[src/rtl/core/hdlc_pkg.sv]
// Shared types, constants and the hex digit helper function for the hex dump line checker.
package hdlc_pkg;

    localparam int HDLC_COUNT_WIDTH = 32;

    localparam int CH_W = 8;
    localparam int KIND_W = 2;
    localparam int LINE_W = 16;
    localparam int PHASE_W = 2;
    localparam int ACCUM_W = 32;
    localparam int TLEN_W = 4;
    localparam int TCHARS_W = 24;

    localparam logic [PHASE_W-1:0] PH_OFFSET = 2'd0;
    localparam logic [PHASE_W-1:0] PH_BYTES = 2'd1;
    localparam logic [PHASE_W-1:0] PH_TEXT = 2'd2;
    localparam logic [PHASE_W-1:0] PH_REJECT = 2'd3;

    localparam logic [KIND_W-1:0] KIND_DATA = 2'd0;
    localparam logic [KIND_W-1:0] KIND_FRAME = 2'd1;
    localparam logic [KIND_W-1:0] KIND_BAD_BYTE = 2'd2;
    localparam logic [KIND_W-1:0] KIND_BAD_LINE = 2'd3;

    localparam logic [CH_W-1:0] CH_SPACE = 8'h20;
    localparam logic [CH_W-1:0] CH_NL = 8'h0A;
    localparam logic [CH_W-1:0] CH_CR = 8'h0D;

    localparam logic [TLEN_W-1:0] TLEN_MAX = 4'd15;
    localparam logic [1:0] EMPTY_LIMIT = 2'd3;
    localparam logic [LINE_W-1:0] LINE_MAX = 16'hFFFF;

    typedef struct packed {
        logic       ok;
        logic [3:0] val;
    } hex_t;

    typedef struct packed {
        logic [TCHARS_W-1:0] chars;
        logic [TLEN_W-1:0]   length;
        logic [ACCUM_W-1:0]  accum;
        logic                overflow;
    } tok_t;

    function automatic hex_t hex_digit(input logic [CH_W-1:0] c);
        hex_t h;
        h.ok = 1'b0;
        h.val = c[3:0];
        if (c >= 8'h30 && c <= 8'h39)
        begin
            h.ok = 1'b1;
        end
        else if ((c >= 8'h61 && c <= 8'h66) || (c >= 8'h41 && c <= 8'h46))
        begin
            h.ok = 1'b1;
            h.val = 4'(c[3:0] + 4'd9);
        end
        return h;
    endfunction

endpackage

[src/rtl/core/hdlc_token.sv]
// Token collector: gathers the characters and the hex offset value of the current token.
module hdlc_token
    import hdlc_pkg::*;
(
    input  logic               clk,
    input  logic               rst_n,
    input  logic               step,
    input  logic [CH_W-1:0]    ch,
    input  logic               offset_phase,
    output tok_t               tok
);

    tok_t tok_reg;
    tok_t tok_next;
    hex_t hd;

    assign tok = tok_reg;

    always_comb
    begin
        tok_next = tok_reg;
        hd = hex_digit(ch);
        if (ch == CH_SPACE || ch == CH_NL)
        begin
            tok_next = '0;
        end
        else
        begin
            case (tok_reg.length)
                4'd0: tok_next.chars[7:0] = tok_reg.chars[7:0] | ch;
                4'd1: tok_next.chars[15:8] = tok_reg.chars[15:8] | ch;
                4'd2: tok_next.chars[23:16] = tok_reg.chars[23:16] | ch;
                default: tok_next.chars = tok_reg.chars;
            endcase
            if (tok_reg.length != TLEN_MAX)
            begin
                tok_next.length = tok_reg.length + 4'd1;
            end
            if (offset_phase && ch != CH_CR)
            begin
                if (!hd.ok || tok_reg.accum[ACCUM_W-1:ACCUM_W-4] != 4'd0)
                begin
                    tok_next.overflow = 1'b1;
                end
                else
                begin
                    tok_next.accum = {tok_reg.accum[ACCUM_W-5:0], hd.val};
                end
            end
        end
    end

    always_ff @(posedge clk or negedge rst_n)
    begin
        if (!rst_n)
        begin
            tok_reg <= '0;
        end
        else if (step)
        begin
            tok_reg <= tok_next;
        end
    end

endmodule

[src/rtl/core/hex_dump_line_checker_unit.sv]
// Top level of the hex dump line checker: line state, token evaluation and stream ports.
// The input stream carries one ASCII character of a hex dump per transaction.
// Spaces end tokens and newlines end lines; the first token of a line is an
// offset, and the later two-digit tokens are data bytes.
// The output stream carries zero or one result per character: a data byte, a
// frame start, a bad byte token or a rejected offset line, with the line number.
// A character is taken into an input register, evaluated by combinational logic
// and its result is stored in an output register.
// One character is accepted in every cycle while the receiver does not stall;
// the rate is set by the single token evaluation stage between the two registers.
// When the receiver stalls, the output register holds its result and the input
// register holds the next character; input stops only when both are full.
// Reset empties both registers, clears the byte counts and the token, sets the
// line number to one and waits for an offset token.
module hex_dump_line_checker_unit
    import hdlc_pkg::*;
#(
    parameter int COUNT_WIDTH = HDLC_COUNT_WIDTH
)
(
    input  logic        clk,
    input  logic        rst_n,
    input  logic        s_tvalid,
    output logic        s_tready,
    input  logic [7:0]  s_tdata,   // ch[7:0]
    output logic        m_tvalid,
    input  logic        m_tready,
    output logic [23:0] m_tdata,   // value[7:0], line_number[23:8]
    output logic [1:0]  m_tuser    // kind[1:0]
);

    logic                   in_valid_reg;
    logic                   in_valid_next;
    logic [CH_W-1:0]        in_ch_reg;
    logic                   out_valid_reg;
    logic                   out_valid_next;
    logic [23:0]            out_data_reg;
    logic [KIND_W-1:0]      out_kind_reg;

    logic [PHASE_W-1:0]     phase_reg;
    logic [PHASE_W-1:0]     phase_next;
    logic [1:0]             empty_reg;
    logic [1:0]             empty_next;
    logic [COUNT_WIDTH-1:0] bc_reg;
    logic [COUNT_WIDTH-1:0] bc_next;
    logic [COUNT_WIDTH-1:0] lbc_reg;
    logic [COUNT_WIDTH-1:0] lbc_next;
    logic [LINE_W-1:0]      line_reg;
    logic [LINE_W-1:0]      line_next;

    logic                   advance;
    logic                   is_space;
    logic                   is_nl;
    logic                   res_valid;
    logic [KIND_W-1:0]      res_kind;
    logic [CH_W-1:0]        res_value;
    logic                   offset_match;
    logic                   byte_ok;
    hex_t                   hi_digit;
    hex_t                   lo_digit;
    tok_t                   tok;

    assign advance = in_valid_reg && (!out_valid_reg || m_tready);
    assign s_tready = !in_valid_reg || advance;
    assign m_tvalid = out_valid_reg;
    assign m_tdata = out_data_reg;
    assign m_tuser = out_kind_reg;

    hdlc_token u_token (
        .clk          (clk),
        .rst_n        (rst_n),
        .step         (advance),
        .ch           (in_ch_reg),
        .offset_phase (phase_reg == PH_OFFSET),
        .tok          (tok)
    );

    assign is_space = (in_ch_reg == CH_SPACE);
    assign is_nl = (in_ch_reg == CH_NL);
    assign offset_match = (tok.accum[COUNT_WIDTH-1:0] == bc_reg)
                          && ((tok.accum >> COUNT_WIDTH) == '0);
    assign hi_digit = hex_digit(tok.chars[7:0]);
    assign lo_digit = hex_digit(tok.chars[15:8]);
    assign byte_ok = hi_digit.ok && lo_digit.ok
                     && (tok.length == 4'd2
                         || (tok.length == 4'd3 && tok.chars[23:16] == CH_CR));

    always_comb
    begin
        phase_next = phase_reg;
        empty_next = empty_reg;
        bc_next = bc_reg;
        lbc_next = lbc_reg;
        line_next = line_reg;
        res_valid = 1'b0;
        res_kind = KIND_DATA;
        res_value = '0;
        if (is_space || is_nl)
        begin
            case (phase_reg)
                PH_OFFSET:
                begin
                    phase_next = PH_BYTES;
                    if (tok.length >= 4'd2)
                    begin
                        if (!tok.overflow && tok.accum == '0)
                        begin
                            bc_next = '0;
                            lbc_next = '0;
                            res_valid = 1'b1;
                            res_kind = KIND_FRAME;
                        end
                        else if (!(!tok.overflow && offset_match))
                        begin
                            phase_next = PH_REJECT;
                        end
                    end
                end
                PH_BYTES:
                begin
                    if (empty_reg >= EMPTY_LIMIT)
                    begin
                        phase_next = PH_TEXT;
                    end
                    else if (tok.length < 4'd2)
                    begin
                        empty_next = empty_reg + 2'd1;
                    end
                    else if (byte_ok)
                    begin
                        lbc_next = lbc_reg + COUNT_WIDTH'(1);
                        res_valid = 1'b1;
                        res_kind = KIND_DATA;
                        res_value = {hi_digit.val, lo_digit.val};
                    end
                    else
                    begin
                        res_valid = 1'b1;
                        res_kind = KIND_BAD_BYTE;
                    end
                end
                default:
                begin
                    phase_next = phase_reg;
                end
            endcase
            if (is_nl)
            begin
                if (phase_next == PH_REJECT)
                begin
                    res_valid = 1'b1;
                    res_kind = KIND_BAD_LINE;
                    res_value = '0;
                end
                else
                begin
                    bc_next = bc_next + lbc_next;
                end
                lbc_next = '0;
                empty_next = '0;
                phase_next = PH_OFFSET;
                if (line_reg != LINE_MAX)
                begin
                    line_next = line_reg + 16'd1;
                end
            end
        end
    end

    always_comb
    begin
        in_valid_next = in_valid_reg;
        if (s_tvalid && s_tready)
        begin
            in_valid_next = 1'b1;
        end
        else if (advance)
        begin
            in_valid_next = 1'b0;
        end
        out_valid_next = out_valid_reg;
        if (advance)
        begin
            out_valid_next = res_valid;
        end
        else if (m_tready)
        begin
            out_valid_next = 1'b0;
        end
    end

    always_ff @(posedge clk or negedge rst_n)
    begin
        if (!rst_n)
        begin
            in_valid_reg <= 1'b0;
            out_valid_reg <= 1'b0;
            phase_reg <= PH_OFFSET;
            empty_reg <= '0;
            bc_reg <= '0;
            lbc_reg <= '0;
            line_reg <= 16'd1;
        end
        else
        begin
            in_valid_reg <= in_valid_next;
            out_valid_reg <= out_valid_next;
            if (advance)
            begin
                phase_reg <= phase_next;
                empty_reg <= empty_next;
                bc_reg <= bc_next;
                lbc_reg <= lbc_next;
                line_reg <= line_next;
            end
        end
    end

    always_ff @(posedge clk)
    begin
        if (s_tvalid && s_tready)
        begin
            in_ch_reg <= s_tdata;
        end
        if (advance && res_valid)
        begin
            out_data_reg <= {line_reg, res_value};
            out_kind_reg <= res_kind;
        end
    end

endmodule
[config.mk]
export PLATFORM = sky130hd
export DESIGN_NAME = hex_dump_line_checker_unit
export DESIGN_NICKNAME = d
export VERILOG_FILES = /design/src/rtl/core/hdlc_pkg.sv /design/src/rtl/core/hdlc_token.sv /design/src/rtl/core/hex_dump_line_checker_unit.sv
export SDC_FILE = /design/constraint.sdc
export NUM_CORES = 1
export LEC_CHECK = 0
export BUFFER_PORTS_ARGS = -buffer_cell sky130_fd_sc_hd__buf_4
export CELL_PAD_IN_SITES_DETAIL_PLACEMENT = 0
export CELL_PAD_IN_SITES_GLOBAL_PLACEMENT = 2
export CORE_UTILIZATION = 39
export CTS_CLUSTER_DIAMETER = 50
export CTS_CLUSTER_SIZE = 25
export DETAILED_ROUTE_END_ITERATION = 6
export HOLD_SLACK_MARGIN = 0.06
export PLACE_DENSITY = 0.86
export SETUP_SLACK_MARGIN = 0.3
export SYNTH_ARGS = -nofsm -noshare
export SYNTH_HDL_FRONTEND = slang
export SYNTH_HIERARCHICAL = 1
export SYNTH_SLANG_ARGS = --single-unit
[constraint.sdc]
create_clock -name clk -period 5.36 [get_ports clk]
set_input_delay 1.072 -clock clk [delete_from_list [all_inputs] [get_ports clk]]
set_output_delay 1.072 -clock clk [all_outputs]
set_load 0.005 [all_outputs]
; After elaboration in Yosys (flattened, before gate mapping)
; Index checks and enable logic that the tools add are counted.
[totals]
register_bits = 181
input_bits = 12
output_inout_bits = 28
elab_cells = 184
[op_classes]
addsub = 8
order_cmp = 21
n_eq_ne = 14
mux = 68
bitwise_logic = 3
n_reduce_logical = 53
[ops]
columns = operator, n
row1 = 32-bit two-way mux, 14
row2 = 8-bit two-way mux, 9
row3 = 32-bit one-hot mux with 2 select lines, 1
row4 = 61-bit two-way mux, 1
row5 = "8-bit by 7-bit >= comparator with 1-bit output, second input constant", 6
row6 = "8-bit by 7-bit less-or-equal comparator with 1-bit output, second input constant", 6
row7 = 33-bit two-way mux, 1
row8 = "32-bit by 1-bit adder with 32-bit output, second input constant", 1
row9 = 32-bit adder, 1
row10 = 32-bit equality test, 1
row11 = 32-bit logical NOT, 1
row12 = 2-bit two-way mux, 15
row13 = "8-bit by 6-bit >= comparator with 1-bit output, second input constant", 3
row14 = "8-bit by 6-bit less-or-equal comparator with 1-bit output, second input constant", 3
row15 = 8-bit bitwise OR, 3
row16 = 2-bit nonzero test, 10
row17 = 1-bit logical AND, 18
row18 = 1-bit two-way mux, 17
row19 = "16-bit by 1-bit adder with 16-bit output, second input constant", 1
row20 = "8-bit by 4-bit equality test with 1-bit output, second input constant", 2
row21 = 4-bit two-way mux, 4
row22 = "16-bit inequality test, second input constant", 1
row23 = 5-bit two-way mux, 3
row24 = "4-bit adder, second input constant", 3
row25 = 24 further kinds, 42

; Depth between registers and ports, before layout
[depth]
depth_word = 15
mapped_depth = 23
mapped_depth_nobuf = 22

; Hierarchy
; The synthesis kept the hierarchy.
[modules_own_cells]
columns = mod, n_inst, cells_each, area_per_inst_um2, seq_area_each_um2
row1 = hex_dump_line_checker_unit, 1, 823, 7758.7, 3174.3
row2 = hdlc_token, 1, 275, 2808.9, 1526.5

; Worst setup path before layout
; No wires, ideal clock.
[synth_timing]
kind = register to register
startpoint = reg u_token.tok_reg, in the netlist u_token/tok[52]
endpoint = reg bc_reg[28]
t_arrival_ps = 4707
slack_ps = 587
stages_incl_launch_ff = 21
path_buffers = 0
period_less_slack_ps = 4773
path_cell_list = dfrtp_1 or4b_1 a311oi_2 a41oi_1 nor3_1 nand2_1 nor4_1 nand3_1 xor2_1 nor2_1 ha_1 a21oi_1 o21ai_0 a22oi_1 a41oi_1 o2111ai_1 nand2_1 a2111oi_0 a41oi_1 o311ai_0 a22o_1
[synth_between]
elab_chain_len = 15
word_cells_on_any_way = 22
classes_between = 1 x add/sub / 6 x order compare / 9 x mux / 6 x reduce/logical
[synth_rtl]
columns = element, line
row1 = start: declaration, hdlc_token.sv:13  ; tok_t tok_reg;
row2 = start signal: assignment, hdlc_token.sv:61  ; tok_reg <= tok_next;
row3 = 8-bit by 7-bit >= comparator with 1-bit output or 8-bit by 7-bit less-or-equal comparator with 1-bit output (tied branches), hdlc_pkg.sv:52  ; else if ((c >= 8'h61 && c <= 8'h66) || (c >= 8'h41 && c <= 8'h46))
row4 = 1-bit logical AND, hdlc_pkg.sv:52
row5 = 1-bit logical OR, hdlc_pkg.sv:52
row6 = 5-bit two-way mux, hdlc_pkg.sv:52
row7 = 1-bit two-way mux *, hdlc_pkg.sv:48  ; if (c >= 8'h30 && c <= 8'h39)
row8 = 1-bit logical AND *, hex_dump_line_checker_unit.sv:84  ; assign byte_ok = hi_digit.ok && lo_digit.ok
row9 = 1-bit logical AND *, hex_dump_line_checker_unit.sv:85  ; && (tok.length == 4'd2
row10 = 32-bit two-way mux *, hex_dump_line_checker_unit.sv:129  ; else if (byte_ok)
row11 = 32-bit two-way mux *, hex_dump_line_checker_unit.sv:125  ; else if (tok.length < 4'd2)
row12 = 32-bit two-way mux *, hex_dump_line_checker_unit.sv:121  ; if (empty_reg >= EMPTY_LIMIT)
row13 = 32-bit one-hot mux with 2 select lines *, hex_dump_line_checker_unit.sv:100  ; case (phase_reg)
row14 = 32-bit two-way mux *, hex_dump_line_checker_unit.sv:98  ; if (is_space || is_nl)
row15 = 32-bit adder *, hex_dump_line_checker_unit.sv:157  ; bc_next = bc_next + lbc_next;
row16 = 32-bit two-way mux *, hex_dump_line_checker_unit.sv:149  ; if (phase_next == PH_REJECT)
row17 = 32-bit two-way mux *, hex_dump_line_checker_unit.sv:147  ; if (is_nl)
row18 = end signal: assignment, hex_dump_line_checker_unit.sv:212  ; bc_reg <= bc_next;
row19 = end: declaration, hex_dump_line_checker_unit.sv:44  ; logic [COUNT_WIDTH-1:0] bc_reg;
; Every way passes the cells marked *; elsewhere a longest branch is shown, timed or not. The select of a mux whose other input is x is not followed.
; A chain may end at the register's enable or synchronous reset.

; Worst setup path in the final report
[layout_timing]
startpoint = reg u_token.tok_reg, in the netlist u_token/tok[49]
endpoint = reg bc_reg[31]
; Same word-level chain as after synthesis.

==> summary.md <==
| Metric | Value |
|---|---|
| Seq/Total Area, Yosys | 0.445 |
| Avg Inst Size Synth | between 9 and 10 um^2 |
| CP max FO | 6 |
| Num CTS Buffers | 17 |
| Grt total ovfl | 0 |
| Final non-filler cell total | 1487 |
| CTS clk-pin slew, worst paths | 90 ps |
| DR iter-0 viols | ~580 |
| Kind of critical path | flip-flop to flip-flop |
| Hold Vio Cnt, Final | 0 |
| Max Root-Sink Buffers | 2 |
| Commonest cells after routing, fill and taps aside | dfrtp_1 (145), nor2_1 (105), nand2_1 (104) |
| Leading post-synthesis cells by cell area | dfrtp_1 (35%), edfxtp_1 (9.7%), ha_1 (5.9%) |
| RD Place Congestion | ~0.84 |
| Post-synthesis cell count | 1098 |
| Clock latency on the worst-skew pair | roughly 460 ps |
| Routed len/inst | 18.0 um |
| Vias | just over 8000 |
| Post-route minimum period | approximately 4800 ps |
| IO Port Bufs | 39 |
| RSZ-0062 raised after global routing | no |
| HP Class | flip-flop to flip-flop |
| Share of cells above drive strength 1 | 0.124 |
| Setup TNS | 0 ps |
| Slew Limit Fails | 0 |
| Async S/R FF share, synth | 0.812 |
| Synth Flop Type | dfrtp_1 |
| Max reg flops | 61 |
| Num ports | 40 |
| Via/cell ratio | around 5.5 |
| Failing checks | DRC |
| Run status | finished, violations left |
| Total Wirelength | between 20000 and 30000 um |
| Total leakage power | 5.66 nW |
| Critical path capture point type | flip-flop |
| Worst setup margin | between 500 and 600 ps |
| Commonest non-fill, non-tap cell in the layout | dfrtp_1 |
| Critical path required time | roughly 5700 ps |
| Synthesis-to-layout area growth | 14.1% |
| Worst EP arrival | 5170 ps |
| Clock sinks | 181 |
| # fillers | roughly 2500 |
| Final antenna-violating net count | 0 |
| CTS tree | yes |
| Synth Register Bits | roughly 180 |
| Maximum VDD drop | 0.217 mV |
| Yosys warning total | 6 |
| Diodes inserted | 0 |
| DP HPWL | about 19000 um |
| Starting Density | 0.401 |
| Core area | about 26000 um^2 |
| DR pass1 iterations | 6 |
| Number of distinct library cells after synthesis | between 70 and 80 |
| Clock Tree Root | clkbuf_16 |
| Post-synth EDFFs | 34 |
| Max-Cap Viols | 0 |
| Skew final | a little over 20 ps |
| Global-route wire length before repair | 43400 um |
| Mapped Area | about 11000 um^2 |
| Worst-margin pin slew | between 1000 and 1500 ps |
| Top cell type's share of synthesized area | 0.346 |
| Pin count of the biggest net entering global routing | 95 |
| Layout net count | 1202 |
| Post-route DRC violation count | 6 |
| Fmax | 0.209 GHz |
| Setup violations, final | 0 |
| Fin util | 0.457 |
| Dpl cells | around 1500 |
| Rel. slew slack | 0.226 |
| DIE HEIGHT | about 170 um |
| H-tree depth | 4 |
| DIE WIDTH | about 170 um |
| Vias in the first global route | between 7000 and 8000 |
| Cell Rows | 59 |
| Syn Nets | around 1200 |
| Cell type with the largest total area after synthesis | dfrtp_1 |
| Dpl ws | 27.1 ps |
| Final period util | 0.895 |
| Setup crit start kind | flip-flop |
| Die area | 27800 um^2 |
| Overall routing resource usage | 0.200 |
| Initial antenna violation count | 0 |
| Power Density | ~310 nW/um^2 |
## area by class of cell
| class | count | area [um^2] | area share |
|---|---|---|---|
| clock buffers | 17 | 425 | 0.0353 |
| clock inverters | 15 | 215 | 0.0179 |
| inverters | 57 | 214 | 0.0177 |
| multi-input cells | 824 | 5630 | 0.467 |
| flip-flops and latches | 181 | 4700 | 0.390 |
| well taps | 335 | 419 | 0.0348 |
| repair buffers | 58 | 452 | 0.0375 |
## kinds of logic after synthesis
kind of cell / Yosys count / synth area share
AO/OA/AOI/OAI: 240 / 0.157
multiplexers: 34 / 0.0324
flip-flops: 181 / 0.445
XOR/XNOR: 96 / 0.0796
AND/OR/NAND/NOR: 403 / 0.190
adder cells (fa/ha/maj): 51 / 0.0611
buffers and inverters: 93 / 0.0355
## routing by layer
metal	up-vias	GRT usage	wire (um)
met3	24	0.0309	1070
met2	173	0.299	11700
met5	-	0	0
li1	4009	-	-
met1	3950	0.298	13600
met4	0	0.0572	387
## critical path, cell delays in order, from the launching register on
cell,delay [ps]
dfrtp_1,410
or4b_1,530
a311oi_2,260
a41oi_2,100
or3_4,460
or4_4,580
nor2_1,140
xnor2_1,150
nor2_2,80
ha_1,360
a21o_1,180
a21o_1,170
a221oi_1,230
and3_2,280
a21oi_2,80
a31oi_1,200
xnor2_1,100
or3_1,340
o21ai_1,70
## synthesized netlist by cell type (all sizes together) (11+ instances only)
library cell / n
a21o: 13
a21oi: 67
a22o: 45
and3: 11
clkbuf: 30
dfrtp: 146
edfxtp: 34
ha: 50
inv: 57
mux2i: 32
nand2: 106
nand2b: 12
nand3: 29
nand4: 18
nor2: 115
nor2b: 32
nor4: 20
o21ai: 47
or3: 13
xnor2: 48
xor2: 48
## metrics by stage
stage               power (W)  hold slack [ps]  instance area, um^2
floorplan             0.00218              454                10600
global placement      0.00240              463                11300
detailed placement    0.00241              479                11300
CTS                   0.00376              497                11900
global route          0.00395              529                12100
finish                0.00374              493                12100
## power breakdown
| group | switching, W | internal [W] | total, W |
|---|---|---|---|
| logic | 0.000332 | 0.000267 | 0.000599 |
| registers | 0.000230 | 0.00157 | 0.00180 |
| clock network | 0.000689 | 0.000652 | 0.00134 |
## what timing repair did
item                                    4_1_cts  5_1_grt
pin swaps                                     0        6
hold buffers                                  0        0
buffers inserted                              0        1
endpoints found under the setup margin        6       10
gates cloned                                  0        0
resized for setup                             7       26
## worst paths after layout
path                                             start                          end  slack (ps)  depth (start not counted)
setup / recovery           u_token/tok[49]$_DFFE_PN0P_       bc_reg[31]$_DFFE_PN0P_         560                         18
hold / removal                line_reg[14]$_DFFE_PN0P_     line_reg[14]$_DFFE_PN0P_         490                          1
setup reg to reg           u_token/tok[49]$_DFFE_PN0P_       bc_reg[31]$_DFFE_PN0P_         560                         18
hold reg to reg               line_reg[14]$_DFFE_PN0P_     line_reg[14]$_DFFE_PN0P_         490                          1
max in group asynchronous                        rst_n  u_token/tok[17]$_DFFE_PN0P_        3670                          2
min in group asynchronous                        rst_n  u_token/tok[13]$_DFFE_PN0P_         700                          1
Power figures use the tool's default switching activity.
